[src/rsd_pkg.sv]
// ----------------------------------------------------------------------------
// rsd_pkg: shared types and constants of the radial stick dead zone
// Field widths, fixed-point formats, cell payload types and output saturation.
// ----------------------------------------------------------------------------
package rsd_pkg;

    localparam int IN_W       = 9;
    localparam int OUT_W      = 11;
    localparam int DZ_W       = 7;
    localparam int FULL_SCALE = 128;
    localparam int FRAC_BITS  = 8;

    localparam logic [DZ_W-1:0] DZ_RESET = DZ_W'(30);

    localparam int IN_DATA_W  = ((2 * IN_W + 7) / 8) * 8;
    localparam int OUT_DATA_W = ((2 * OUT_W + 7) / 8) * 8;

    localparam int SQ_W   = 2 * IN_W;
    localparam int RAD_W  = SQ_W + 2 * FRAC_BITS;
    localparam int MAG_W  = RAD_W / 2;
    localparam int REM_W  = MAG_W + 2;
    localparam int FS_W   = $clog2(FULL_SCALE + 1);
    localparam int NUM_W  = IN_W + FS_W + MAG_W;
    localparam int DEN_W  = MAG_W + FS_W;
    localparam int Q_W    = OUT_W + 1;
    localparam int REMD_W = DEN_W + Q_W;

    localparam logic [Q_W-1:0] POS_LIMIT = Q_W'((1 << (OUT_W - 1)) - 1);
    localparam logic [Q_W-1:0] NEG_LIMIT = Q_W'(1 << (OUT_W - 1));

    typedef struct packed {
        logic signed [IN_W-1:0] x;
        logic signed [IN_W-1:0] y;
        logic [RAD_W-1:0]       rad;
        logic [MAG_W-1:0]       root;
        logic [REM_W-1:0]       rem;
    } sq_t;

    typedef struct packed {
        logic [REMD_W-1:0] rem_x;
        logic [REMD_W-1:0] rem_y;
        logic [DEN_W-1:0]  den;
        logic [Q_W-1:0]    q_x;
        logic [Q_W-1:0]    q_y;
        logic              neg_x;
        logic              neg_y;
        logic              zero;
        logic              dead;
    } dv_t;

    function automatic logic signed [OUT_W-1:0] sat_axis(
        input logic [Q_W-1:0] q,
        input logic           neg,
        input logic           zero
    );
        logic signed [OUT_W-1:0] res;
        if (zero)
        begin
            res = '0;
        end
        else if (neg)
        begin
            res = (q > NEG_LIMIT) ? OUT_W'(NEG_LIMIT) : OUT_W'(-q);
        end
        else
        begin
            res = (q > POS_LIMIT) ? OUT_W'(POS_LIMIT) : OUT_W'(q);
        end
        return res;
    endfunction

endpackage

[src/rsd_sqrt_cell.sv]
// ----------------------------------------------------------------------------
// rsd_sqrt_cell: one digit of the square root
// Settles one root bit from the next two radicand bits and hands on the rest.
// ----------------------------------------------------------------------------
module rsd_sqrt_cell
(
    input  logic         clk,
    input  logic         rst_n,
    input  logic         in_valid,
    output logic         in_ready,
    input  rsd_pkg::sq_t in_pl,
    output logic         out_valid,
    input  logic         out_ready,
    output rsd_pkg::sq_t out_pl
);

    logic                      valid_reg;
    rsd_pkg::sq_t              pl_reg;
    rsd_pkg::sq_t              pl_next;
    logic [rsd_pkg::REM_W-1:0] rem_sh;
    logic [rsd_pkg::REM_W-1:0] trial;
    logic                      ge;

    assign in_ready  = !valid_reg || out_ready;
    assign out_valid = valid_reg;
    assign out_pl    = pl_reg;

    always_comb
    begin
        rem_sh = {in_pl.rem[rsd_pkg::REM_W-3:0], in_pl.rad[rsd_pkg::RAD_W-1:rsd_pkg::RAD_W-2]};
        trial  = {in_pl.root, 2'b01};
        ge     = rem_sh >= trial;
        pl_next.x    = in_pl.x;
        pl_next.y    = in_pl.y;
        pl_next.rad  = in_pl.rad << 2;
        pl_next.root = {in_pl.root[rsd_pkg::MAG_W-2:0], ge};
        pl_next.rem  = ge ? rem_sh - trial : rem_sh;
    end

    always_ff @(posedge clk or negedge rst_n)
    begin
        if (!rst_n)
        begin
            valid_reg <= 1'b0;
        end
        else if (in_ready)
        begin
            valid_reg <= in_valid;
        end
    end

    always_ff @(posedge clk)
    begin
        if (in_valid && in_ready)
        begin
            pl_reg <= pl_next;
        end
    end

endmodule

[config.mk]
export PLATFORM = sky130hd
export DESIGN_NAME = rsd_sqrt_cell
export DESIGN_NICKNAME = d
export VERILOG_FILES = /design/src/rsd_pkg.sv /design/src/rsd_sqrt_cell.sv
export SDC_FILE = /design/constraint.sdc
export NUM_CORES = 1
export LEC_CHECK = 0
export CELL_PAD_IN_SITES_DETAIL_PLACEMENT = 0
export CELL_PAD_IN_SITES_GLOBAL_PLACEMENT = 1
export CORE_MARGIN = 2
export CORE_UTILIZATION = 35
export DETAILED_ROUTE_END_ITERATION = 7
export DONT_BUFFER_PORTS = 1
export PLACE_DENSITY = 0.72
export SETUP_SLACK_MARGIN = 0.4
export SLEW_MARGIN = 10
export SYNTH_ARGS = -nofsm -noshare
export SYNTH_HDL_FRONTEND = slang
export SYNTH_SLANG_ARGS = --single-unit
[constraint.sdc]
create_clock -name clk -period 6 [get_ports clk]
set_input_delay 1.2 -clock clk [delete_from_list [all_inputs] [get_ports clk]]
set_output_delay 1.2 -clock clk [all_outputs]
set_load 0.02 [all_outputs]
==> flow_summary_export.csv <==
group,metric,value,unit
status,status,"complete, no violations",
power,ir_drop,0.000181,V
global_routing,grt_usage,14.5,%
critical_path,max_stage_delay,0.42,ns
sta,post-route-period-util,55.2,%
critical_path,startpoint_type,"primary input",
drt,drt-initial-drc-count,173,
cts,clock_sinks,87,
critical_path,critPathSlowestCell,"o211ai_4",
floorplanning,core,11300,µm²
cts,cts_root_buffer,"clkbuf_16",
layout,drive_gt1_share,15.0,%
placement,dp_slack,2.25,ns
layout,nFillCells,1047,
drt,route.detailed.drc,0,
global_routing,gr-usage-met2,23.7,%
global_routing,grt_busiest_layer,"met2",
sta,final-setup-viol-count,0,
floorplanning,initial_core_util,35.5,%
drt,ant_nets,0,
sta,tns,0,ns
sta,drv_slew,0,
critical_path,crit_path_end_kind,"flip-flop",
global_routing,first_global_vias,2203,
placement,post_dp_cell_area,4160,µm²
critical_path,critPathRequiredTime,6.09,ns
floorplanning,die_w,111,µm
sta,rsz0062_at_grt,"false",
critical_path,r2r_cells,2,
power,power_density,351,nW/µm²
drt,vias,2253,
critical_path,path_max_fanout,19,
global_routing,grt_overflow,0,
cts,cts_tree,"yes",
critical_path,critPathArrivalTime,3.40,ns
critical_path,regToRegSetupSlack,3.89,ns
placement,gp_congestion,0.760,
cts,postCtsResizedCells,0,
global_routing,grt_max_degree,87,
critical_path,cp_cell_sequence,"inv_1 > ha_1 > o211ai_1 > o21ai_2 > o311ai_1 > nand4_2 > o211ai_4 > mux2_2",
cts,cts.hold.buffers_added,0,
yosys,ys_ff_latch,87,
yosys,yosysSeqAreaShare,64.9,%
critical_path,worst_path_dominant_cell_family,"compound AO/OA/AOI/OAI gates",
min_path,min_path_type,"in -> async",
sta,period_minus_slack,3.31,ns
global_routing,antenna_found_initial,0,
critical_path,worstReg2RegStart,"out_valid",
yosys,synthArstFlopShare,1.15,%
yosys,ys_types,53,
cts,clk-insertion-delay-late,0.34,ns
layout,num-nets-final,393,
critical_path,critPathBufInv,1,
flow_run,maxCapViolations,0,
layout,area_growth_syn_to_layout,11.4,%
yosys,syn_area,4020,µm²
layout,final_common_cell,"edfxtp_1",
cts,clkSlewWorstSetupHoldPaths,0.06,ns
sta,max-slew-margin-rel,26.3,%
cts,ctsHtreeMaxLevel,3,
floorplanning,fp.dieH,111,µm
drt,drt-pass1-iter-count,4,
drt,routed_wl,9030,µm
cts,clock_path_buffers,2,
cts,post_cts_buffers,0,
floorplanning,dieArea,12400,µm²
yosys,synthFlopType,"edfxtp_1",
critical_path,crit_type,"in -> reg",
yosys,synth_edf_count,86,
sta,hold_viol,0,
power,leakage,0.00165,µW
yosys,avgSynthCellArea,14.6,µm²
floorplanning,fp-row-count,39,
global_routing,gr-usage-met1,16.3,%
layout,diodes,0,
sta,finalClockSkew,0.00635,ns
global_routing,grt_pass1_wl,13400,µm
placement,post-dp-hpwl,6740,µm
sta,max_freq,0.302,GHz
layout,fin_util,39.5,%
sta,layout_setup_ws,2.69,ns
yosys,syn_inst,276,
layout,fin_area,4480,µm²
sta,holdWs,0.553,ns
critical_path,crit_path_start,"in_pl[19]",
yosys,synth-warning-count,0,
floorplanning,io_pins,182,
drt,routed_via_density,5.24,
layout,final_cell_mix,"edfxtp_1, inv_1, ha_1",
drt,wl_per_cell,21.0,µm
critical_path,regToRegEndpoint,"out_pl[67]",
sta,tightest_slew,1.10,ns
placement,port_buffers,0,
cts,cts_buffers,9,
global_routing,met3_usage,6.78,%
## cell type report
cell class,count,area [µm²],share of cell area [%]
tap,143,179,4.00
clock inverter,6,92.6,2.07
sequential,87,2610,58.2
clock buffer,10,229,5.11
multi-input combinational,162,1290,28.7
inverter,22,82.6,1.84
## power by group
group,internal [µW],switching (µW),total (µW),leakage (µW)
Combinational,78.7,101,180,0.000665
Sequential,724,63.4,787,0.000830
Clock,368,235,603,0.000150
## synthesized netlist by cell type, types with 4 or more instances
| cell type | n | share of area [%] |
|---|---|---|
| xor2_1 | 5 | 1.1 |
| a21oi_1 | 18 | 2.2 |
| ha_1 | 19 | 5.9 |
| nor2_1 | 11 | 1.0 |
| o211ai_1 | 5 | 0.93 |
| and2_1 | 4 | 0.62 |
| xnor2_1 | 10 | 2.2 |
| nand2_1 | 12 | 1.1 |
| nand2b_1 | 6 | 0.93 |
| o21ai_0 | 7 | 0.87 |
| mux2_2 | 11 | 3.1 |
| mux2_4 | 7 | 2.6 |
| inv_1 | 22 | 2.1 |
| o21a_1 | 5 | 0.93 |
| edfxtp_1 | 86 | 64 |
## worst max path at each step
stage	cells after the start	end	slack [ns]
6_report	8	out_pl[10]	2.69
5_1_grt	8	out_pl[10]	2.42
4_1_cts	8	out_pl[10]	2.61
3_5_place_dp	8	out_pl[5]	2.25
3_3_place_gp	8	out_pl[5]	2.29
2_1_floorplan	2	out_pl[0]	2.05
## cell families (layout without fill, tap and decap cells)
logic type / Yosys count / after routing / share of synthesized area (%)
muxes: 19 / 19 / 5.95
xor gates and xnor gates: 15 / 15 / 3.27
DFF: 87 / 87 / 64.9
buffers and inverters: 28 / 38 / 3.24
adders and majority gates: 19 / 19 / 5.92
and+or+nand+nor: 51 / 51 / 6.79
AOI/OAI and AO/OA: 56 / 56 / 9.84
other: 1 / 2 / 0.0933
## per-layer routing
layer	vias up	routed length, µm
met1	1066	3550
met5	-	0
li1	1055	-
met3	14	902
met2	118	4400
met4	0	172
## registers in the layout, summed over array words and instances, names as in the netlist
signal,count
out_valid,1
out_pl,86
## worst register-to-register path: cells and delay by family, from the launching register on
kind          cells  cell delay [ns]
flops             1             0.46
simple gates      2             1.21
## stage by stage
stage / total power [µW] / instances
floorplan: 947 / 277
global placement: 979 / 414
detailed placement: 982 / 414
CTS: 1590 / 430
global route: 1630 / 430
finish: 1570 / 430
(Power assumes the default switching activity.)
