==> src/rsd_pkg.sv <==
// ----------------------------------------------------------------------------
// rsd_pkg: shared types and constants of the radial stick dead zone
// Field widths, fixed-point formats, cell payload types and output saturation.
// ----------------------------------------------------------------------------
package rsd_pkg;

    localparam int IN_W       = 9;
    localparam int OUT_W      = 11;
    localparam int DZ_W       = 7;
    localparam int FULL_SCALE = 128;
    localparam int FRAC_BITS  = 8;

    localparam logic [DZ_W-1:0] DZ_RESET = DZ_W'(30);

    localparam int IN_DATA_W  = ((2 * IN_W + 7) / 8) * 8;
    localparam int OUT_DATA_W = ((2 * OUT_W + 7) / 8) * 8;

    localparam int SQ_W   = 2 * IN_W;
    localparam int RAD_W  = SQ_W + 2 * FRAC_BITS;
    localparam int MAG_W  = RAD_W / 2;
    localparam int REM_W  = MAG_W + 2;
    localparam int FS_W   = $clog2(FULL_SCALE + 1);
    localparam int NUM_W  = IN_W + FS_W + MAG_W;
    localparam int DEN_W  = MAG_W + FS_W;
    localparam int Q_W    = OUT_W + 1;
    localparam int REMD_W = DEN_W + Q_W;

    localparam logic [Q_W-1:0] POS_LIMIT = Q_W'((1 << (OUT_W - 1)) - 1);
    localparam logic [Q_W-1:0] NEG_LIMIT = Q_W'(1 << (OUT_W - 1));

    typedef struct packed {
        logic signed [IN_W-1:0] x;
        logic signed [IN_W-1:0] y;
        logic [RAD_W-1:0]       rad;
        logic [MAG_W-1:0]       root;
        logic [REM_W-1:0]       rem;
    } sq_t;

    typedef struct packed {
        logic [REMD_W-1:0] rem_x;
        logic [REMD_W-1:0] rem_y;
        logic [DEN_W-1:0]  den;
        logic [Q_W-1:0]    q_x;
        logic [Q_W-1:0]    q_y;
        logic              neg_x;
        logic              neg_y;
        logic              zero;
        logic              dead;
    } dv_t;

    function automatic logic signed [OUT_W-1:0] sat_axis(
        input logic [Q_W-1:0] q,
        input logic           neg,
        input logic           zero
    );
        logic signed [OUT_W-1:0] res;
        if (zero)
        begin
            res = '0;
        end
        else if (neg)
        begin
            res = (q > NEG_LIMIT) ? OUT_W'(NEG_LIMIT) : OUT_W'(-q);
        end
        else
        begin
            res = (q > POS_LIMIT) ? OUT_W'(POS_LIMIT) : OUT_W'(q);
        end
        return res;
    endfunction

endpackage

==> src/rsd_square_cell.sv <==
// ----------------------------------------------------------------------------
// rsd_square_cell: entry cell
// Registers a sample with the sum of squares of both axes as square-root radicand.
// ----------------------------------------------------------------------------
module rsd_square_cell
(
    input  logic                            clk,
    input  logic                            rst_n,
    input  logic                            in_valid,
    output logic                            in_ready,
    input  logic signed [rsd_pkg::IN_W-1:0] x,
    input  logic signed [rsd_pkg::IN_W-1:0] y,
    output logic                            out_valid,
    input  logic                            out_ready,
    output rsd_pkg::sq_t                    out_pl
);

    logic                       valid_reg;
    rsd_pkg::sq_t               pl_reg;
    rsd_pkg::sq_t               pl_next;
    logic [rsd_pkg::IN_W-1:0]   ax;
    logic [rsd_pkg::IN_W-1:0]   ay;
    logic [rsd_pkg::SQ_W-1:0]   axw;
    logic [rsd_pkg::SQ_W-1:0]   ayw;
    logic [rsd_pkg::SQ_W-1:0]   sq;

    assign in_ready  = !valid_reg || out_ready;
    assign out_valid = valid_reg;
    assign out_pl    = pl_reg;

    always_comb
    begin
        ax  = x[rsd_pkg::IN_W-1] ? rsd_pkg::IN_W'(-x) : rsd_pkg::IN_W'(x);
        ay  = y[rsd_pkg::IN_W-1] ? rsd_pkg::IN_W'(-y) : rsd_pkg::IN_W'(y);
        axw = rsd_pkg::SQ_W'(ax);
        ayw = rsd_pkg::SQ_W'(ay);
        sq  = axw * axw + ayw * ayw;
        pl_next.x    = x;
        pl_next.y    = y;
        pl_next.rad  = {sq, {(2 * rsd_pkg::FRAC_BITS){1'b0}}};
        pl_next.root = '0;
        pl_next.rem  = '0;
    end

    always_ff @(posedge clk or negedge rst_n)
    begin
        if (!rst_n)
        begin
            valid_reg <= 1'b0;
        end
        else if (in_ready)
        begin
            valid_reg <= in_valid;
        end
    end

    always_ff @(posedge clk)
    begin
        if (in_valid && in_ready)
        begin
            pl_reg <= pl_next;
        end
    end

endmodule

==> config.mk <==
export PLATFORM = sky130hd
export DESIGN_NAME = rsd_square_cell
export DESIGN_NICKNAME = d
export VERILOG_FILES = /design/src/rsd_pkg.sv /design/src/rsd_square_cell.sv
export SDC_FILE = /design/constraint.sdc
export NUM_CORES = 1
export LEC_CHECK = 0
export ABC_AREA = 1
export BUFFER_PORTS_ARGS = -buffer_cell sky130_fd_sc_hd__buf_2
export CAP_MARGIN = 15
export CORE_ASPECT_RATIO = 0.9
export CORE_MARGIN = 2
export CORE_UTILIZATION = 50
export CTS_BUF_LIST = sky130_fd_sc_hd__clkbuf_2
export DETAILED_ROUTE_END_ITERATION = 12
export PLACE_DENSITY = 0.74
export SYNTH_ARGS = -nofsm -noshare
export SYNTH_HDL_FRONTEND = slang
export SYNTH_SLANG_ARGS = --single-unit
==> constraint.sdc <==
create_clock -name clk -period 5.2 [get_ports clk]
set_input_delay 0.26 -clock clk [delete_from_list [all_inputs] [get_ports clk]]
set_output_delay 0.26 -clock clk [all_outputs]
set_load 0.02 [all_outputs]
==> results.ini <==
[clocking]
cts_tree=built
clockRootBuffer=clkbuf_2
cts.sinks=37
ctsLongestPathBuffers=2
htree_levels=2
numCtsBuffers=5
clk_latency_ps=450
clk_pin_slew_ps=250

[yosys]
syn_area_um2=6380
ys_ff_latch=37
syn_avg_cell_area_um2=9.08
ys_seq_area_share_pct=17.3
syn_inst=703
synth_cell_types=41
ys_warn_count=0

[layout]
nNetsFinal=1101
drive_above_1_share_pct=39.8
fin_util_pct=67.7
area_delta_synth_final_pct=33.5
fillers=893

[routing]
routed_wl_um=14600
viasPerCell=4.64
route.detailed.drc=0
routedWlPerCell_um=13.4
num_vias=5044
first_pass_iters=4
ant_nets=0
drt_iter0_drc=282

[setup_path]
critPathLaunchType=input pin
crit_path_end_kind=register
required_ps=5450
arrival_ps=5470
path_class=in2reg
crit_fanout=5

[placement]
gp_congestion=0.907
portBuffers=59
dpl.hpwl_um=11200
dp_slack_ps=-681

[global_routing]
grt_usage_pct=21.4
gr-total-overflow=0
grt_pass1_vias=5140
antenna_found_initial=0
grt_max_degree=37
grt_first_pass_wirelength_um=22900

[timing]
setup_ws_ps=-21.6
max_slew_margin_pct=61.2
rsz0062_at_grt=true
finalHoldViolCount=0
setup_viol=2
worst_clock_skew_ps=44.9
fmax_mhz=192
report.final.slew_viol_count=0
worst_pin_slew_ps=580
fin_crit_ps=5220
period_share_pct=100

[flow_run]
cap_violations=0

[floorplan]
fp.dieArea_um2=13700
die_x_um=123
start_util_pct=50.7
io_pins=112
die_h_um=111
core_um2=12600
rows=39

[run_status]
status=complete, but fails checks
violations=negative setup slack

[min_path]
holdCritPathClass=in2reg

-- registers in the layout, indices dropped and copies added, names as in the netlist --
name and cells:
out_valid 1, out_pl 36
-- logic make-up after synthesis --
kind of cell / after synthesis / synth area share (%)
other: 1 / 0.0588
adder cells (fa/ha/maj): 157 / 42.3
XOR/XNOR: 22 / 3.72
buffers and inverters: 249 / 18.1
AND/OR/NAND/NOR: 202 / 15.3
flip-flops: 37 / 17.3
AO/OA/AOI/OAI: 35 / 3.25
-- timing repair --
action / 4_1_cts / 5_1_grt
setup buffers: 17 / 10
endpoints found under the hold margin: 6 / 0
pin swaps: 50 / 57
hold buffers: 6 / 0
gates resized for setup: 48 / 75
gates cloned: 0 / 0
setup endpoints to repair: 10 / 10
-- cell usage after synthesis (all sizes together) --
cell | n | share of area (%)
nor3 | 1 | 0.078
o2111ai | 1 | 0.14
o21bai | 1 | 0.12
xor2 | 11 | 2.1
dfrtp | 1 | 0.39
a21oi | 10 | 0.84
inv | 193 | 11
fa | 98 | 31
ha | 59 | 12
nor2b | 1 | 0.22
nand3b | 3 | 0.35
o211ai | 1 | 0.12
nor2 | 60 | 4.6
xnor2 | 11 | 1.6
a31oi | 1 | 0.098
conb | 1 | 0.059
a211oi | 1 | 0.12
a21o | 4 | 0.47
edfxtp | 36 | 17
o21a | 1 | 0.12
nand3 | 22 | 1.8
or2 | 3 | 0.37
o21ai | 15 | 1.2
clkbuf | 1 | 0.059
nand2 | 112 | 7.9
buf | 55 | 6.5
-- cells in the final DEF, fill, tap and decap left out, types with 3 or more instances in the layout --
cell type / instances
edfxtp_1: 36
a21o_1: 4
dlygate4sd3_1: 6
buf_12: 3
fa_1: 89
nor2_4: 21
ha_4: 9
a21oi_4: 5
inv_2: 32
inv_1: 154
nand2_2: 26
xnor2_2: 3
inv_4: 4
nand3_2: 6
nand3_1: 15
o21ai_0: 3
nor2_2: 8
a21oi_2: 4
buf_6: 7
o21ai_1: 6
buf_4: 134
conb_1: 62
buf_2: 55
xor2_1: 9
or2_4: 3
nand2_4: 9
nand2_1: 75
clkbuf_2: 5
nand3b_1: 3
xnor2_1: 8
nor2_1: 31
o21ai_2: 5
fa_2: 9
ha_1: 48
-- stage by stage --
step | TNS (ps) | instance area [µm²] | cells | hold slack (ps)
final | -25.5 | 8520 | 1088 | 21.2
after global routing | -1350 | 8520 | 1087 | -9.99
after CTS | -95.3 | 8150 | 1076 | 9.16
after detailed placement | -6270 | 7730 | 1045 | 35.8
after global placement | -5430 | 7730 | 1045 | 34.3
after floorplan | -1310 | 6760 | 764 | -35.6
-- area by class of cell --
class / instances / area [µm²] / area share, %
Multi-Input combinational cell: 478 / 4850 / 56.9
Antenna cell: 1 / 2.50 / 0.0294
Tap cell: 164 / 205 / 2.41
Inverter: 193 / 766 / 8.99
Clock inverter: 3 / 46.3 / 0.543
Timing Repair Buffer: 207 / 1520 / 17.9
Clock buffer: 5 / 25.0 / 0.294
Sequential cell: 37 / 1110 / 13.0
-- metal layers --
layer  track usage (%)  part of all wire (%)  vias up
li1                  -                     -     2406
met1              27.6                    40     2457
met3              2.57                   5.0       27
met5                 0                     0        -
met4              6.36                   2.4        0
met2              37.5                    52      154
-- path summary, 6_finish.rpt --
check	start	to	slack, ps	cells past startpoint
worst max-delay path	x[2]	out_pl[67]$_DFFE_PP_	-20	27
worst min-delay path	in_valid	out_valid$_DFFE_PN0N_	20	3
worst max register to register	out_valid$_DFFE_PN0N_	out_pl[61]$_DFFE_PP_	3640	2
worst min register to register	out_valid$_DFFE_PN0N_	out_valid$_DFFE_PN0N_	620	2
max in group asynchronous	rst_n	out_valid$_DFFE_PN0N_	5050	2
min in group asynchronous	rst_n	out_valid$_DFFE_PN0N_	70	2
-- critical path: stages --
cell,delay (ps)
buf_2,120
nor2_2,140
nand2_4,70
nor2_4,130
a21oi_2,80
or2_4,280
nand2_8,110
inv_8,50
nor2_4,100
inv_2,40
fa_1,450
fa_1,490
inv_1,50
fa_1,540
fa_2,450
fa_1,490
inv_1,50
fa_1,500
inv_2,50
ha_4,310
nand2_2,90
nor2_4,140
nand3b_1,120
nand3b_1,140
nand2_1,80
nand3_1,70
nand2_1,50
Power is left out: the tool's default activity adds up to more than one toggle a clock period on the data nets, which glitch-free logic cannot reach.
