$ cat config.mk
export PLATFORM = sky130hd
export DESIGN_NAME = rsd_out_cell
export DESIGN_NICKNAME = d
export VERILOG_FILES = /design/src/rsd_pkg.sv /design/src/rsd_out_cell.sv
export SDC_FILE = /design/constraint.sdc
export NUM_CORES = 1
export LEC_CHECK = 0
export BUFFER_PORTS_ARGS = -buffer_cell sky130_fd_sc_hd__buf_2
export CORE_ASPECT_RATIO = 0.75
export CORE_UTILIZATION = 38
export CTS_CLUSTER_DIAMETER = 80
export DETAILED_ROUTE_END_ITERATION = 16
export PLACE_DENSITY = 0.87
export SLEW_MARGIN = 10
export SYNTH_ARGS = -nofsm -noshare
export SYNTH_HDL_FRONTEND = slang
export SYNTH_SLANG_ARGS = --single-unit
$ cat constraint.sdc
create_clock -name clk -period 3.69 [get_ports clk]
set_input_delay 0.738 -clock clk [delete_from_list [all_inputs] [get_ports clk]]
set_output_delay 0.738 -clock clk [all_outputs]
set_load 0.01 [all_outputs]
$ cat src/rsd_pkg.sv
// ----------------------------------------------------------------------------
// rsd_pkg: shared types and constants of the radial stick dead zone
// Field widths, fixed-point formats, cell payload types and output saturation.
// ----------------------------------------------------------------------------
package rsd_pkg;

    localparam int IN_W       = 9;
    localparam int OUT_W      = 11;
    localparam int DZ_W       = 7;
    localparam int FULL_SCALE = 128;
    localparam int FRAC_BITS  = 8;

    localparam logic [DZ_W-1:0] DZ_RESET = DZ_W'(30);

    localparam int IN_DATA_W  = ((2 * IN_W + 7) / 8) * 8;
    localparam int OUT_DATA_W = ((2 * OUT_W + 7) / 8) * 8;

    localparam int SQ_W   = 2 * IN_W;
    localparam int RAD_W  = SQ_W + 2 * FRAC_BITS;
    localparam int MAG_W  = RAD_W / 2;
    localparam int REM_W  = MAG_W + 2;
    localparam int FS_W   = $clog2(FULL_SCALE + 1);
    localparam int NUM_W  = IN_W + FS_W + MAG_W;
    localparam int DEN_W  = MAG_W + FS_W;
    localparam int Q_W    = OUT_W + 1;
    localparam int REMD_W = DEN_W + Q_W;

    localparam logic [Q_W-1:0] POS_LIMIT = Q_W'((1 << (OUT_W - 1)) - 1);
    localparam logic [Q_W-1:0] NEG_LIMIT = Q_W'(1 << (OUT_W - 1));

    typedef struct packed {
        logic signed [IN_W-1:0] x;
        logic signed [IN_W-1:0] y;
        logic [RAD_W-1:0]       rad;
        logic [MAG_W-1:0]       root;
        logic [REM_W-1:0]       rem;
    } sq_t;

    typedef struct packed {
        logic [REMD_W-1:0] rem_x;
        logic [REMD_W-1:0] rem_y;
        logic [DEN_W-1:0]  den;
        logic [Q_W-1:0]    q_x;
        logic [Q_W-1:0]    q_y;
        logic              neg_x;
        logic              neg_y;
        logic              zero;
        logic              dead;
    } dv_t;

    function automatic logic signed [OUT_W-1:0] sat_axis(
        input logic [Q_W-1:0] q,
        input logic           neg,
        input logic           zero
    );
        logic signed [OUT_W-1:0] res;
        if (zero)
        begin
            res = '0;
        end
        else if (neg)
        begin
            res = (q > NEG_LIMIT) ? OUT_W'(NEG_LIMIT) : OUT_W'(-q);
        end
        else
        begin
            res = (q > POS_LIMIT) ? OUT_W'(POS_LIMIT) : OUT_W'(q);
        end
        return res;
    endfunction

endpackage

$ cat src/rsd_out_cell.sv
// ----------------------------------------------------------------------------
// rsd_out_cell: output register
// Applies sign, saturation and the zero cases and holds the result for transfer.
// ----------------------------------------------------------------------------
module rsd_out_cell
(
    input  logic                             clk,
    input  logic                             rst_n,
    input  logic                             in_valid,
    output logic                             in_ready,
    input  rsd_pkg::dv_t                     in_pl,
    output logic                             out_valid,
    input  logic                             out_ready,
    output logic signed [rsd_pkg::OUT_W-1:0] scaled_x,
    output logic signed [rsd_pkg::OUT_W-1:0] scaled_y,
    output logic                             in_dead_zone
);

    logic                             valid_reg;
    logic signed [rsd_pkg::OUT_W-1:0] sx_reg;
    logic signed [rsd_pkg::OUT_W-1:0] sy_reg;
    logic                             dead_reg;

    assign in_ready     = !valid_reg || out_ready;
    assign out_valid    = valid_reg;
    assign scaled_x     = sx_reg;
    assign scaled_y     = sy_reg;
    assign in_dead_zone = dead_reg;

    always_ff @(posedge clk or negedge rst_n)
    begin
        if (!rst_n)
        begin
            valid_reg <= 1'b0;
        end
        else if (in_ready)
        begin
            valid_reg <= in_valid;
        end
    end

    always_ff @(posedge clk)
    begin
        if (in_valid && in_ready)
        begin
            sx_reg   <= rsd_pkg::sat_axis(in_pl.q_x, in_pl.neg_x, in_pl.zero);
            sy_reg   <= rsd_pkg::sat_axis(in_pl.q_y, in_pl.neg_y, in_pl.zero);
            dead_reg <= in_pl.dead;
        end
    end

endmodule

==> key figures, run 1 <==
Clock network
  – Worst-path clk slew: 0.08 ns
  – CTS tree: built
  – Cts repair resizes: 0
  – Post-CTS Hold Buffers: 0
  – CTS buffer count: 3
  – # Post-CTS Setup Buffers: 0
  – Clock sinks: 24
  – CTS root buf: clkbuf_8
  – Worst skew pair latency: 0.26 ns
  – H-Tree Depth: 1
  – Max clock buf depth: 2

Routing
  – Drt total wl: 3390 um
  – Total number of vias: 1405
  – Pre-antenna DRT Iters: 4
  – Drt wl/cell: 13.3 um
  – Initial DRC count: 112
  – Routed vias/inst: 5.53
  – Drc violations: 0
  – Post-route ant nets: 0

Synthesis
  – Yosys top cell area share: 46.9%
  – Number of distinct library cells after synthesis: 35
  – Post-synthesis average cell area: 9.81 um2
  – Synth top area cells: edfxtp_1 47%, a21oi_1 5.1%, nor3_1 4.4%, nor4_1 3.4%, a311oi_1 3.0%
  – Post-Syn Instances: 150
  – Post-synthesis register bit count: 24
  – Post-synth EDFFs: 23
  – Synth cell count leaders: 23 x edfxtp_1, 15 x a21oi_1, 13 x nor3_1, 11 x nor2_1
  – Seq/Total Area, Yosys: 48.6%
  – Most common cell in the netlist: edfxtp_1
  – Synthesized area: 0.00147 mm2
  – Main synth FF type: edfxtp_1
  – Syn nets: 283
  – Yosys warnings: 0
  – Synth area leader: edfxtp_1
  – Asr flop ratio synth: 4.17%

Placed design
  – RePlAce Congestion: 0.846
  – Final HPWL DP: 2560 um
  – Total placed instance area: 0.00179 mm2
  – Number of I/O port buffers: 56

STA
  – Tcrit/Tclk final: 63.8%
  – Rel. slew slack: 35.0%
  – Final Setup Violations: 0
  – Worst Skew: 0.00412 ns
  – Final hold slack: 0.234 ns
  – Tmin final: 2.35 ns
  – Final Hold Vio Count: 0
  – Max Freq: 0.425 GHz
  – Setup TNS: 0 ns
  – Worst-margin pin slew: 0.975 ns
  – Unrepaired setup endpoints after global routing: false
  – Final max-slew violation count: 0

Final layout
  – Share of cells above drive strength 1: 31.7%
  – Final #Nets: 336
  – Antenna diode count: 0
  – Area of the multi-input gates: 694 um2
  – Final Cell Area: 0.00183 mm2
  – Register area: 716 um2
  – Final core utilization: 49.7%
  – Syn-to-layout area delta: 24.4%
  – Fillers: 362

Global route
  – Total GRT Usage: 17.7%
  – Vias in the first global route: 1251
  – Largest net degree at the start of global routing: 24
  – First-pass GRT wire length: 5610 um
  – Initial antenna violation count: 0
  – GR Overflow Total: 0

Run
  – Max cap viols: 0

Floorplanning
  – Die Height: 55.9 um
  – Die width: 73.9 um
  – Initial Utilization: 39.9%
  – Core box area: 0.00368 mm2
  – Rows: 19
  – I/O pin total: 156
  – Die ar.: 0.00413 mm2

Worst setup path
  – Worst r2r src: out_valid
  – Crit. End Element: flop
  – Worst Path Arrival: 2.42 ns
  – Worst EP required: 3.76 ns
  – Worst Reg2Reg Path Length in Cells: 2
  – CP startpoint kind: input pin
  – Reg2reg setup slack: 2.05 ns
  – Crit path kind: in2reg
  – Reg-to-reg endpoint: scaled_x[7]
  – CP max FO: 6

Pwr
  – Post-layout power: 601 uW
  – Pleak: 0.734 nW
  – Power Density: 328 mW/mm2
  – Worst vdd ir: 165 uV

Worst hold path
  – Worst min path class: in2async

Run status
  – Run status: finished, final reports clean
[state kept, by name, summed over array words and instances, names as in the netlist]
register	count
scaled_y	11
scaled_x	11
out_valid	1
in_dead_zone	1
[kinds of logic after synthesis]
logic type / Yosys count / share of synthesized area (%)
AO/OA/AOI/OAI: 40 / 19.6
adder cells (fa/ha/maj): 2 / 1.70
buffers and inverters: 16 / 4.17
flip-flops: 24 / 48.6
multiplexers: 3 / 2.04
AND/OR/NAND/NOR: 65 / 23.9
[area by class of cell]
type                       count  area share (%)
timing repair buffer          56            15.3
clock buffer                   4            2.46
tap                           52            3.55
sequential                    24            39.1
inverter                       8            1.64
multi-input combinational    110            37.9
[worst max-delay path: stages]
cell,delay [ns]
buf_2,0.12
or4_1,0.67
o41ai_4,0.44
nor2_2,0.13
nor4_1,0.33
[cells in the final DEF, fill, tap and decap left out, types with 3 or more instances in the layout]
cell type  instances
buf_2             56
edfxtp_1          23
a21oi_1           15
nor3_1            13
nor2_1            11
inv_1              8
nor4_1             8
nand2b_1           7
or3_1              5
nand2_1            5
nand3_1            5
a311oi_1           5
mux2i_1            3
o311ai_0           3
o21ai_0            3
clkbuf_8           3
[layer usage]
layer	up-vias	share of wire (%)	track usage, %
met5	-	0	0
met4	0	1.0	3.85
met3	4	5.2	4.89
met2	46	46	27.7
met1	659	48	24.5
li1	696	-	-
[where the power goes]
part           total, mW  switching [mW]  internal, mW
Combinational      0.123          0.0758        0.0467
Sequential         0.324         0.00374         0.320
Clock              0.155          0.0778        0.0771
Total              0.601           0.157         0.444
[worst max path at each step]
| stage | from | to | slack, ns |
|---|---|---|---|
| final | in_pl[21] | scaled_x[5] | 1.34 |
| after global routing | in_pl[4] | scaled_y[7] | 1.23 |
| after CTS | in_pl[21] | scaled_x[7] | 1.34 |
| after detailed placement | in_pl[21] | scaled_x[7] | 1.07 |
| after global placement | in_pl[21] | scaled_x[5] | 1.08 |
| after floorplan | in_pl[21] | scaled_x[5] | 1.42 |
[metrics by stage]
step	cells	setup WS, ns
4_1_cts	254	1.34
6_report	254	1.34
5_1_grt	254	1.23
3_5_place_dp	250	1.07
2_1_floorplan	150	1.42
3_3_place_gp	250	1.08
(Power assumes the default switching activity.)
==> run 2, diff against run 1 <==
Settings changed: CORE_UTILIZATION 38 to 35, PLACE_DENSITY 0.87 to 0.81.
Clock period 3.69 ns to 2.4 ns, I/O delays scaled along.
==> key figures, run 2 (synthesized netlist as in run 1, its figures left out) <==
Run status
  – Run status: finished, final reports clean (unchanged)

Floorplanning
  – Initial Utilization: 36.5% (was 39.9%)
  – I/O pin total: 156 (unchanged)
  – Rows: 20 (was 19)
  – Core box area: 0.00403 mm2 (was 0.00368 mm2)
  – Die width: 76.9 um (was 73.9 um)
  – Die ar.: 0.00447 mm2 (was 0.00413 mm2)
  – Die Height: 58.2 um (was 55.9 um)

Final layout
  – Most frequent cells in the layout: 56 x buf_2, 23 x edfxtp_1, 15 x a21oi_1, 13 x nor3_1, 11 x nor2_1 (unchanged)
  – Fillers: 399 (was 362)
  – Share of cells above drive strength 1: 32.9% (was 31.7%)
  – Final core utilization: 46.5% (was 49.7%)
  – Antenna diode count: 0 (unchanged)
  – Syn-to-layout area delta: 27.4% (was 24.4%)
  – Final #Nets: 341 (was 336)
  – Final std cells w/o fill: 262 (was 254)
  – Most common cell after layout, fill and taps aside: buf_2 (unchanged)

Routing
  – Drt total wl: 3750 um (was 3390 um)
  – Post-route ant nets: 0 (unchanged)
  – Pre-antenna DRT Iters: 4 (unchanged)
  – Routed vias/inst: 5.28 (was 5.53)
  – Drc violations: 0 (unchanged)
  – Initial DRC count: 69 (was 112)
  – Drt wl/cell: 14.3 um (was 13.3 um)
  – Total number of vias: 1383 (was 1405)

Placed design
  – Placed Cells: 257 (was 250)
  – Number of I/O port buffers: 56 (unchanged)
  – RePlAce Congestion: 0.899 (was 0.846)
  – Final HPWL DP: 2920 um (was 2560 um)

Pwr
  – Power Density: 498 mW/mm2 (was 328 mW/mm2)
  – Internal power: 687 uW (was 444 uW)
  – Worst vdd ir: 274 uV (was 165 uV)
  – Pleak: 0.759 nW (was 0.734 nW)
  – Sw frac: 26.4% (was 26.2%)
  – Clock power share: 25.7% (was 25.8%)
  – Switching pwr: 247 uW (was 157 uW)
  – Reg power frac: 53.4% (was 53.8%)
  – Comb pwr share: 20.9% (was 20.4%)
  – Post-layout power: 933 uW (was 601 uW)

Worst setup path
  – Reg2reg setup slack: 1.18 ns (was 2.05 ns)
  – Worst path bufs/invs: 1 (unchanged)
  – Reg-to-reg endpoint: scaled_x[4] (was scaled_x[7])
  – Crit path kind: in2reg (unchanged)
  – Crit. End Element: flop (unchanged)
  – CP max stage delay: 0.67 ns (about the same)
  – Worst r2r src: out_valid (unchanged)
  – Worst Path Arrival: 2.21 ns (was 2.42 ns)
  – Worst EP required: 2.45 ns (was 3.76 ns)
  – CP startpoint kind: input pin (unchanged)
  – Highest-delay cell along the critical path: or4_1 (unchanged)
  – Worst Reg2Reg Path Length in Cells: 3 (was 2)
  – CP Cell Sequence: buf_2 > or4_1 > o41ai_4 > nor2_2 > nor4_1 (unchanged)
  – Top Family by Delay on Critical Path: simple AND/OR/NAND/NOR gates (unchanged)
  – CP max FO: 6 (unchanged)
  – WP depth: 5 (unchanged)

STA
  – Final Hold Vio Count: 0 (unchanged)
  – Tcrit/Tclk final: 89.8%
  – Final Setup Violations: 0 (unchanged)
  – Rel. slew slack: 70.2% (was 35.0%)
  – Final max-slew violation count: 0 (unchanged)
  – Max Freq: 0.464 GHz
  – Unrepaired setup endpoints after global routing: false (unchanged)
  – Worst Skew: 0.0104 ns (was 0.00412 ns)
  – Tmin final: 2.16 ns
  – Worst-margin pin slew: 0.444 ns (was 0.975 ns)

Clock network
  – Cts repair resizes: 0 (unchanged)
  – CTS buffer count: 3 (unchanged)
  – Clock sinks: 24 (unchanged)
  – Worst-path clk slew: 0.07 ns (was 0.08 ns)
  – Max clock buf depth: 2 (unchanged)
  – CTS root buf: clkbuf_8 (unchanged)
  – Post-CTS Hold Buffers: 1 (was 0)
  – CTS tree: built (unchanged)
  – # Post-CTS Setup Buffers: 0 (unchanged)
  – Worst skew pair latency: 0.27 ns (was 0.26 ns)
  – H-Tree Depth: 1 (unchanged)

Global route
  – Vias in the first global route: 1234 (was 1251)
  – Initial antenna violation count: 0 (unchanged)
  – First-pass GRT wire length: 5890 um (was 5610 um)
  – GR Overflow Total: 0 (unchanged)
  – Total GRT Usage: 17.6% (was 17.7%)
  – Largest net degree at the start of global routing: 24 (unchanged)

Run
  – Max cap viols: 0 (unchanged)

Worst hold path
  – Hold Path Sink: in_dead_zone
  – WHS Path Cells: 1
  – Hold_sp: in_pl[0]
  – Worst min path class: in2reg (was in2async)
## run 2: changes by cell type in the layout (fill, tap and decap cells not counted), sizes merged
cell and delta:
buf +4, dlygate4sd3 +1
## run 2: layout make-up
cell class,count,area [um2],area share [%]
Multi-Input combinational cell,110,694,37.0
Timing Repair Buffer,61,320,17.1
Clock buffer,4,45.0,2.40
Sequential cell,24,716,38.2
Tap cell,55,68.8,3.67
Inverter,8,30.0,1.60
## run 2: worst max-delay path by stage
stage                   to  startpoint  slack, ns
6_report       scaled_x[6]   in_pl[21]       0.24
5_1_grt        scaled_x[6]   in_pl[21]       0.13
4_1_cts        scaled_x[6]   in_pl[21]       0.26
3_5_place_dp   scaled_x[6]   in_pl[21]      -0.02
3_3_place_gp   scaled_x[5]   in_pl[21]       0.08
2_1_floorplan  scaled_x[5]   in_pl[21]       0.39
## run 2: power by group through the flow
stage	Combinational (mW)	Sequential [mW]	Clock [mW]
global route	0.217	0.501	0.265
CTS	0.196	0.499	0.247
detailed placement	0.194	0.508	0
finish	0.195	0.498	0.240
floorplan	0.0883	0.522	0
global placement	0.189	0.507	0
## run 2: per-stage QoR
step	hold WS, ns	worst slack (ns)	area, um2	TNS, ns
finish	0.398	0.244	1870	0
detailed placement	0.261	-0.0170	1820	-0.0170
global placement	0.255	0.0832	1820	0
CTS	0.397	0.261	1870	0
floorplan	0.184	0.388	1470	0
global route	0.392	0.125	1870	0
## run 2: metal layers
metal,up-vias,GRT usage [%],wire length (um)
met4,0,4.12,25
li1,708,-,-
met1,645,21.1,1680
met2,25,30.6,1830
met5,-,0,0
met3,5,6.30,207
