<file path="config.mk">
export PLATFORM = sky130hd
export DESIGN_NAME = rsd_scale_cell
export DESIGN_NICKNAME = d
export VERILOG_FILES = /design/src/rsd_pkg.sv /design/src/rsd_scale_cell.sv
export SDC_FILE = /design/constraint.sdc
export NUM_CORES = 1
export LEC_CHECK = 0
export BUFFER_PORTS_ARGS = -buffer_cell sky130_fd_sc_hd__buf_2
export CAP_MARGIN = 20
export CORE_UTILIZATION = 50
export DETAILED_ROUTE_END_ITERATION = 10
export GPL_TIMING_DRIVEN = 0
export PLACE_DENSITY = 0.81
export SLEW_MARGIN = 25
export SYNTH_ARGS = -nofsm -noshare
export SYNTH_HDL_FRONTEND = slang
export SYNTH_SLANG_ARGS = --single-unit
</file>
<file path="constraint.sdc">
create_clock -name clk -period 3.3 [get_ports clk]
set_input_delay 0.66 -clock clk [delete_from_list [all_inputs] [get_ports clk]]
set_output_delay 0.66 -clock clk [all_outputs]
set_load 0.02 [all_outputs]
</file>
<file path="src/rsd_pkg.sv">
// ----------------------------------------------------------------------------
// rsd_pkg: shared types and constants of the radial stick dead zone
// Field widths, fixed-point formats, cell payload types and output saturation.
// ----------------------------------------------------------------------------
package rsd_pkg;

    localparam int IN_W       = 9;
    localparam int OUT_W      = 11;
    localparam int DZ_W       = 7;
    localparam int FULL_SCALE = 128;
    localparam int FRAC_BITS  = 8;

    localparam logic [DZ_W-1:0] DZ_RESET = DZ_W'(30);

    localparam int IN_DATA_W  = ((2 * IN_W + 7) / 8) * 8;
    localparam int OUT_DATA_W = ((2 * OUT_W + 7) / 8) * 8;

    localparam int SQ_W   = 2 * IN_W;
    localparam int RAD_W  = SQ_W + 2 * FRAC_BITS;
    localparam int MAG_W  = RAD_W / 2;
    localparam int REM_W  = MAG_W + 2;
    localparam int FS_W   = $clog2(FULL_SCALE + 1);
    localparam int NUM_W  = IN_W + FS_W + MAG_W;
    localparam int DEN_W  = MAG_W + FS_W;
    localparam int Q_W    = OUT_W + 1;
    localparam int REMD_W = DEN_W + Q_W;

    localparam logic [Q_W-1:0] POS_LIMIT = Q_W'((1 << (OUT_W - 1)) - 1);
    localparam logic [Q_W-1:0] NEG_LIMIT = Q_W'(1 << (OUT_W - 1));

    typedef struct packed {
        logic signed [IN_W-1:0] x;
        logic signed [IN_W-1:0] y;
        logic [RAD_W-1:0]       rad;
        logic [MAG_W-1:0]       root;
        logic [REM_W-1:0]       rem;
    } sq_t;

    typedef struct packed {
        logic [REMD_W-1:0] rem_x;
        logic [REMD_W-1:0] rem_y;
        logic [DEN_W-1:0]  den;
        logic [Q_W-1:0]    q_x;
        logic [Q_W-1:0]    q_y;
        logic              neg_x;
        logic              neg_y;
        logic              zero;
        logic              dead;
    } dv_t;

    function automatic logic signed [OUT_W-1:0] sat_axis(
        input logic [Q_W-1:0] q,
        input logic           neg,
        input logic           zero
    );
        logic signed [OUT_W-1:0] res;
        if (zero)
        begin
            res = '0;
        end
        else if (neg)
        begin
            res = (q > NEG_LIMIT) ? OUT_W'(NEG_LIMIT) : OUT_W'(-q);
        end
        else
        begin
            res = (q > POS_LIMIT) ? OUT_W'(POS_LIMIT) : OUT_W'(q);
        end
        return res;
    endfunction

endpackage

</file>
<file path="src/rsd_scale_cell.sv">
// ----------------------------------------------------------------------------
// rsd_scale_cell: dead-zone test and operand set-up
// Compares the magnitude with the radius and forms dividend and divisor magnitudes.
// ----------------------------------------------------------------------------
module rsd_scale_cell
(
    input  logic                      clk,
    input  logic                      rst_n,
    input  logic [rsd_pkg::DZ_W-1:0]  dead_zone,
    input  logic                      in_valid,
    output logic                      in_ready,
    input  rsd_pkg::sq_t              in_pl,
    output logic                      out_valid,
    input  logic                      out_ready,
    output rsd_pkg::dv_t              out_pl
);

    logic                       valid_reg;
    rsd_pkg::dv_t               pl_reg;
    rsd_pkg::dv_t               pl_next;
    logic [rsd_pkg::MAG_W-1:0]  mag;
    logic [rsd_pkg::MAG_W-1:0]  dq;
    logic [rsd_pkg::MAG_W-1:0]  diff;
    logic [rsd_pkg::FS_W:0]     dz_w;
    logic [rsd_pkg::FS_W:0]     fs_w;
    logic                       span_neg;
    logic [rsd_pkg::FS_W-1:0]   span_abs;
    logic [rsd_pkg::IN_W-1:0]   ax;
    logic [rsd_pkg::IN_W-1:0]   ay;
    logic                       dead;

    assign in_ready  = !valid_reg || out_ready;
    assign out_valid = valid_reg;
    assign out_pl    = pl_reg;

    always_comb
    begin
        mag      = in_pl.root;
        dq       = rsd_pkg::MAG_W'({dead_zone, {rsd_pkg::FRAC_BITS{1'b0}}});
        dead     = mag < dq;
        diff     = mag - dq;
        dz_w     = (rsd_pkg::FS_W + 1)'(dead_zone);
        fs_w     = (rsd_pkg::FS_W + 1)'(rsd_pkg::FULL_SCALE);
        span_neg = dz_w > fs_w;
        span_abs = span_neg ? rsd_pkg::FS_W'(dz_w - fs_w) : rsd_pkg::FS_W'(fs_w - dz_w);
        ax = in_pl.x[rsd_pkg::IN_W-1] ? rsd_pkg::IN_W'(-in_pl.x) : rsd_pkg::IN_W'(in_pl.x);
        ay = in_pl.y[rsd_pkg::IN_W-1] ? rsd_pkg::IN_W'(-in_pl.y) : rsd_pkg::IN_W'(in_pl.y);
        pl_next.rem_x = rsd_pkg::REMD_W'(rsd_pkg::NUM_W'(ax) * rsd_pkg::NUM_W'(rsd_pkg::FULL_SCALE)
                                         * rsd_pkg::NUM_W'(diff));
        pl_next.rem_y = rsd_pkg::REMD_W'(rsd_pkg::NUM_W'(ay) * rsd_pkg::NUM_W'(rsd_pkg::FULL_SCALE)
                                         * rsd_pkg::NUM_W'(diff));
        pl_next.den   = rsd_pkg::DEN_W'(mag) * rsd_pkg::DEN_W'(span_abs);
        pl_next.q_x   = '0;
        pl_next.q_y   = '0;
        pl_next.neg_x = in_pl.x[rsd_pkg::IN_W-1] ^ span_neg;
        pl_next.neg_y = in_pl.y[rsd_pkg::IN_W-1] ^ span_neg;
        pl_next.zero  = dead || (mag == '0) || (span_abs == '0);
        pl_next.dead  = dead;
    end

    always_ff @(posedge clk or negedge rst_n)
    begin
        if (!rst_n)
        begin
            valid_reg <= 1'b0;
        end
        else if (in_ready)
        begin
            valid_reg <= in_valid;
        end
    end

    always_ff @(posedge clk)
    begin
        if (in_valid && in_ready)
        begin
            pl_reg <= pl_next;
        end
    end

endmodule

</file>
==> results.yml, run 1 <==
worst_setup_path:
  cp_data_arrival_time_ps: 6200
  crit_type: "in -> reg"
  cp.required_ps: 3450
  slowest_stage: "or4_4"
  crit_fanout: 5
  crit_path_frequent_cell: "fa_1"
  critical_path.max_stage_delay_ps: 530
  crit_path_start_kind: "input pin"
  worstSetupEndpointType: "flop"
  path_cells: "buf_12 -> clkbuf_16 -> clkinv_4 -> ha_4 -> nand2b_4 -> or4_4 -> buf_6 -> nor4b_4 -> buf_6 -> and2_1 -> fa_1 -> fa_1 -> fa_1 -> inv_1 -> fa_1 -> inv_1 -> ha_4 -> a21oi_4 -> o21ai_2 -> a31oi_2 -> buf_4 -> a21oi_4 -> or4b_4 -> and3_4"
layout:
  fin_util_pct: 69.7
  final_layout_size_suffix_gt1_share_pct: 36.7
  multi_input_area_mm2: 0.0164
  fill_cells: 2352
  syn_to_final_growth_pct: 37.2
  fin_nets: 2912
  regArea_mm2: 0.00246
  final_cells: 2830
synthesis:
  ys_warn_count: 0
  synth_top_area_share_pct: 33.6
  synth.cell_area_mm2: 0.0181
  synth_simple_gate_area_share_pct: 18.0
  async_flop_share_pct: 1.22
  synthAdderAreaFrac_pct: 43.9
  yosysSeqAreaShare_pct: 13.6
  yosysTopAreaCell: "fa_1"
  synth_ff_type: "edfxtp_1"
  synth_area_leaders: "fa_1 34%, edfxtp_1 13%, ha_1 10%, inv_1 7.6%, and2_1 4.6%"
  synth-xor-area-share_pct: 3.89
  synth_seq_cells: 82
  muxShareOfSynthArea_pct: 0.284
  synth_cells: 1967
  synth_edf_count: 81
  synthDistinctLibCells: 86
  syn_area_per_cell_um2: 9.18
  synth_compound_area_share_pct: 8.94
  synth_top_family_by_area: "adder cells"
clock_tree:
  clockBufferDepth: 2
  cts.htree.levels: 3
  root_buffer: "clkbuf_16"
  path_clk_slew_ps: 70
  cts_tree: "done"
  cts_buffers: 9
  clock-sinks: 82
  clk_latency_ps: 390
  cts_hold_buf: 0
sta:
  maxSlewViolCount: 0
  timing.hold.ws_ps: 26.0
  final.setup.tns_ps: -123380
  fin_crit_sh_pct: 183
  hold_violations: 0
  slew_headroom_pct: 33.5
  fmax_mhz: 165
  worst_pin_slew_ps: 988
  rsz0062_at_grt: "yes"
  fin_ws_ps: -2750
  fin_crit_ps: 6050
  setup_viol: 65
  fin_skew_ps: 4.93
placed_design:
  place_inst: 2595
  place_congestion: 0.933
  hpwl_um: 37100
  port_buffers: 121
floorplan:
  initial_core_util_pct: 50.8
  die_y_um: 192
  pin_count: 228
  row_count: 69
  die_area_mm2: 0.0369
  die_w_um: 192
  core_area_mm2: 0.0356
detailed_routing:
  drt-pass1-iter-count: 7
  ant_nets: 0
  wl_per_cell_um: 21.2
  vias: 16273
  drt_iter0_markers: 1476
  drc: 0
  routed_wl_um: 59900
  vias_per_cell: 5.75
outcome:
  status: "finished with violations"
  failed_checks: "setup timing"
global_routing:
  overflow: 0
  grt_pass1_wl_um: 83300
  track_usage_pct: 29.3
  grt_pass1_vias: 16303
  grt_antenna_before_repair: 2
  grt_max_degree: 44
run:
  max_cap_violations: 0
worst_hold_path:
  hold_path_class: "in -> async"
worst max-delay path, delay by kind of cell:
family,cells,cell delay (ps)
AO/OA/AOI/OAI,4,480
adder cells (fa/ha/maj),6,2300
buffers and inverters,8,920
AND/OR/NAND/NOR,6,1810
path summary, 6_finish.rpt:
| check | startpoint | cells past startpoint | slack, ps | to |
|---|---|---|---|---|
| worst max-delay path | in_pl[79] | 24 | -2750 | out_pl[116] |
| worst min-delay path | rst_n | 1 | 30 | out_valid |
| worst max register to register | out_valid | 3 | 1610 | out_pl[107] |
| worst min register to register | out_valid | 2 | 530 | out_valid |
| max in group asynchronous | rst_n | 1 | 3190 | out_valid |
| min in group clk | in_pl[87] | 1 | 450 | out_pl[3] |
timing repair:
action                                  4_1_cts  5_1_grt
buffers inserted                            120      111
endpoints found under the setup margin       65       65
hold endpoints to repair                      0        0
gates cloned                                  1        0
resized for setup                           277      292
pin swaps                                   131      197
metal layers:
layer	vias to the layer above	global-route usage [%]	share of wire [%]
li1	6880	-	-
met1	7986	36.9	36
met2	1083	47.7	48
met3	324	6.67	9.8
met4	0	13.9	6.4
met5	-	0	0
state kept, by name, indices dropped and copies added, names as in the netlist:
signal	flops
out_pl	81
out_valid	1
metrics by stage:
stage	cell area (um2)	worst slack, ps
detailed placement	20300	-3780
floorplan	19100	-2800
finish	24800	-2750
global route	24800	-2840
global placement	20300	-3720
CTS	22800	-2760
cells in the final DEF, fill, tap and decap left out, drive strengths merged, types with 48 or more instances in the layout:
cell,synthesis,routed
a21oi,72,72
ha,149,149
buf,67,417
nand2,176,176
o21ai,51,51
nor2b,80,80
inv,366,361
xnor2,48,48
and2,134,134
nor2,118,118
clkbuf,56,54
edfxtp,81,81
fa,303,303
cell type report:
type / instances / share of cell area [%]
repair buffers: 342 / 10.6
plain buffers: 119 / 3.92
clock inverters: 6 / 0.369
multi-input cells: 1441 / 66.1
well taps: 461 / 2.33
clock buffers: 10 / 0.924
flip-flops and latches: 82 / 9.92
diodes: 3 / 0.0303
inverters: 366 / 5.80
synth_stat cells, drive strengths merged (48+ instances only):
| master | n |
|---|---|
| a21oi | 72 |
| and2 | 134 |
| buf | 67 |
| clkbuf | 56 |
| edfxtp | 81 |
| fa | 303 |
| ha | 149 |
| inv | 366 |
| nand2 | 176 |
| nor2 | 118 |
| nor2b | 80 |
| o21ai | 51 |
| xnor2 | 48 |
kinds of logic (layout without fill, tap and decap cells):
family	after synthesis	in the layout
compound gates	235	235
other cells	1	49
fa+ha+maj	452	452
simple gates	627	627
mux	5	5
flops	82	82
buf+inv	489	843
xor+xnor	76	76
Power of run 1 is left out: the tool's default activity adds up to more than one toggle a clock period on the data nets, which glitch-free logic cannot reach.
==> run 2: changes to the inputs <==
CORE_UTILIZATION = 49   (was 50)
CTS_BUF_LIST = sky130_fd_sc_hd__clkbuf_2   (was default)
GPL_ROUTABILITY_DRIVEN = 0   (was default)
PLACE_DENSITY = 0.8   (was 0.81)
==> results.yml, run 2 (synthesis results as in run 1) <==
global_routing:
  track_usage_pct: 27.6
  grt_antenna_before_repair: 5
  use_met1_pct: 33.9
  met3_usage_pct: 7.29
  grt_pass1_wl_um: 81900
  grt_max_degree: 46
  grt_pass1_vias: 16186
  grtUsageMet2_pct: 45.8
  overflow: 0
  busiest_layer: "met2"
floorplan:
  die_area_mm2: 0.0376
  die_y_um: 194
  initial_core_util_pct: 50.3
  die_w_um: 194
  pin_count: 228
  row_count: 69
  core_area_mm2: 0.0359
sta:
  fin_ws_ps: -2400
  fin_crit_sh_pct: 173
  fin_crit_ps: 5700
  hold_violations: 0
  slew_headroom_pct: 43.7
  final.setup.tns_ps: -102260
  setup_viol: 63
  worst_pin_slew_ps: 837
  fin_skew_ps: 31.3
  maxSlewViolCount: 0
  rsz0062_at_grt: "yes"
  fmax_mhz: 175
worst_setup_path:
  crit_type: "in -> reg"
  cp.required_ps: 3830
  worstSetupEndpointType: "flop"
  crit_path_start_kind: "input pin"
  crit_fanout: 6
  cp_data_arrival_time_ps: 6230
layout:
  fin_util_pct: 64.0
  largest_register_ffs: 81
  final_layout_size_suffix_gt1_share_pct: 29.4
  layout_commonest_cell: "inv_1"
  regArea_mm2: 0.00246
  fin_nets: 2834
  mostFrequentLayoutCells: "332 x inv_1, 297 x fa_1, 163 x buf_4"
  multi_input_area_mm2: 0.0156
  syn_to_final_growth_pct: 27.3
  fill_cells: 2647
clock_tree:
  cts_buffers: 9
  clk_latency_ps: 770
  clock-sinks: 82
  clockBufferDepth: 2
  root_buffer: "clkbuf_2"
  path_clk_slew_ps: 240
  cts_tree: "done"
  cts.htree.levels: 3
detailed_routing:
  routed_wl_um: 53200
  drc: 0
  drt-pass1-iter-count: 6
  drt_iter0_markers: 1424
  wl_per_cell_um: 19.3
  vias_per_cell: 5.62
  vias: 15474
  ant_nets: 0
worst_hold_path:
  hold_path_class: "in -> reg"
placed_design:
  hpwl_um: 37300
  port_buffers: 121
  dp_slack_ps: -3840
outcome:
  status: "finished with violations"
  failed_checks: "setup timing"
run:
  max_cap_violations: 0
## run 2: cell types whose count changed in the layout (fill, tap and decap cells not counted), moves of 18 or more
cell / change
buf_4: -42
buf_6: -38
ha_1: +20
ha_4: -18
inv_1: +21
inv_2: -20
## run 2: layer usage
metal	routed length [um]	vias to the layer above
met3	5010	228
li1	-	6718
met4	2630	2
met2	25300	911
met1	20200	7615
met5	13	-
## run 2: through the flow
step / cells / hold WS [ps] / area [um2]
global placement: 2594 / 434 / 20300
finish: 2754 / 76.1 / 23000
CTS: 2704 / 33.4 / 22200
detailed placement: 2595 / 439 / 20300
global route: 2752 / 38.6 / 23000
floorplan: 2012 / 364 / 19100
## run 2: what timing repair did
action	in CTS	in global routing
setup buffers	96	49
hold buffers	1	0
pin swaps	106	111
endpoints found under the hold margin	1	0
setup endpoints to repair	63	63
resized for setup	218	111
## run 2: layout make-up
class | instances | share of cell area [%]
Antenna cell | 5 | 0.0544
Buffer | 118 | 3.81
Clock buffer | 10 | 0.218
Clock inverter | 6 | 0.250
Inverter | 366 | 6.15
Multi-Input combinational cell | 1441 | 68.1
Sequential cell | 82 | 10.7
Tap cell | 461 | 2.51
Timing Repair Buffer | 265 | 8.23
## run 2: worst paths after layout
check	startpoint	endpoint	slack [ps]	depth (start not counted)
max	dead_zone[2]	out_pl[85]	-2400	26
min	in_pl[87]	out_pl[3]	80	1
max reg2reg	out_valid	out_pl[106]	1620	3
min reg2reg	out_valid	out_valid	560	2
max in group asynchronous	rst_n	out_valid	3050	2
min in group asynchronous	rst_n	out_valid	170	2
## run 2: worst max-delay path, stage by stage
cell and delay (ps):
buf_2 200, inv_1 120, ha_4 340, a21o_1 160, a21oi_2 60, o21bai_1 260
a21oi_2 120, buf_4 170, xnor2_4 310, buf_6 150, nand2_2 50, fa_1 470
inv_1 50, fa_1 490, fa_1 530, inv_2 40, fa_1 510, inv_2 50
ha_4 240, a21oi_4 180, o21ai_4 110, a2111oi_4 280, buf_4 210, o31ai_4 80
a221oi_2 270, xnor2_1 110
Power of run 2 is left out for the same reason.
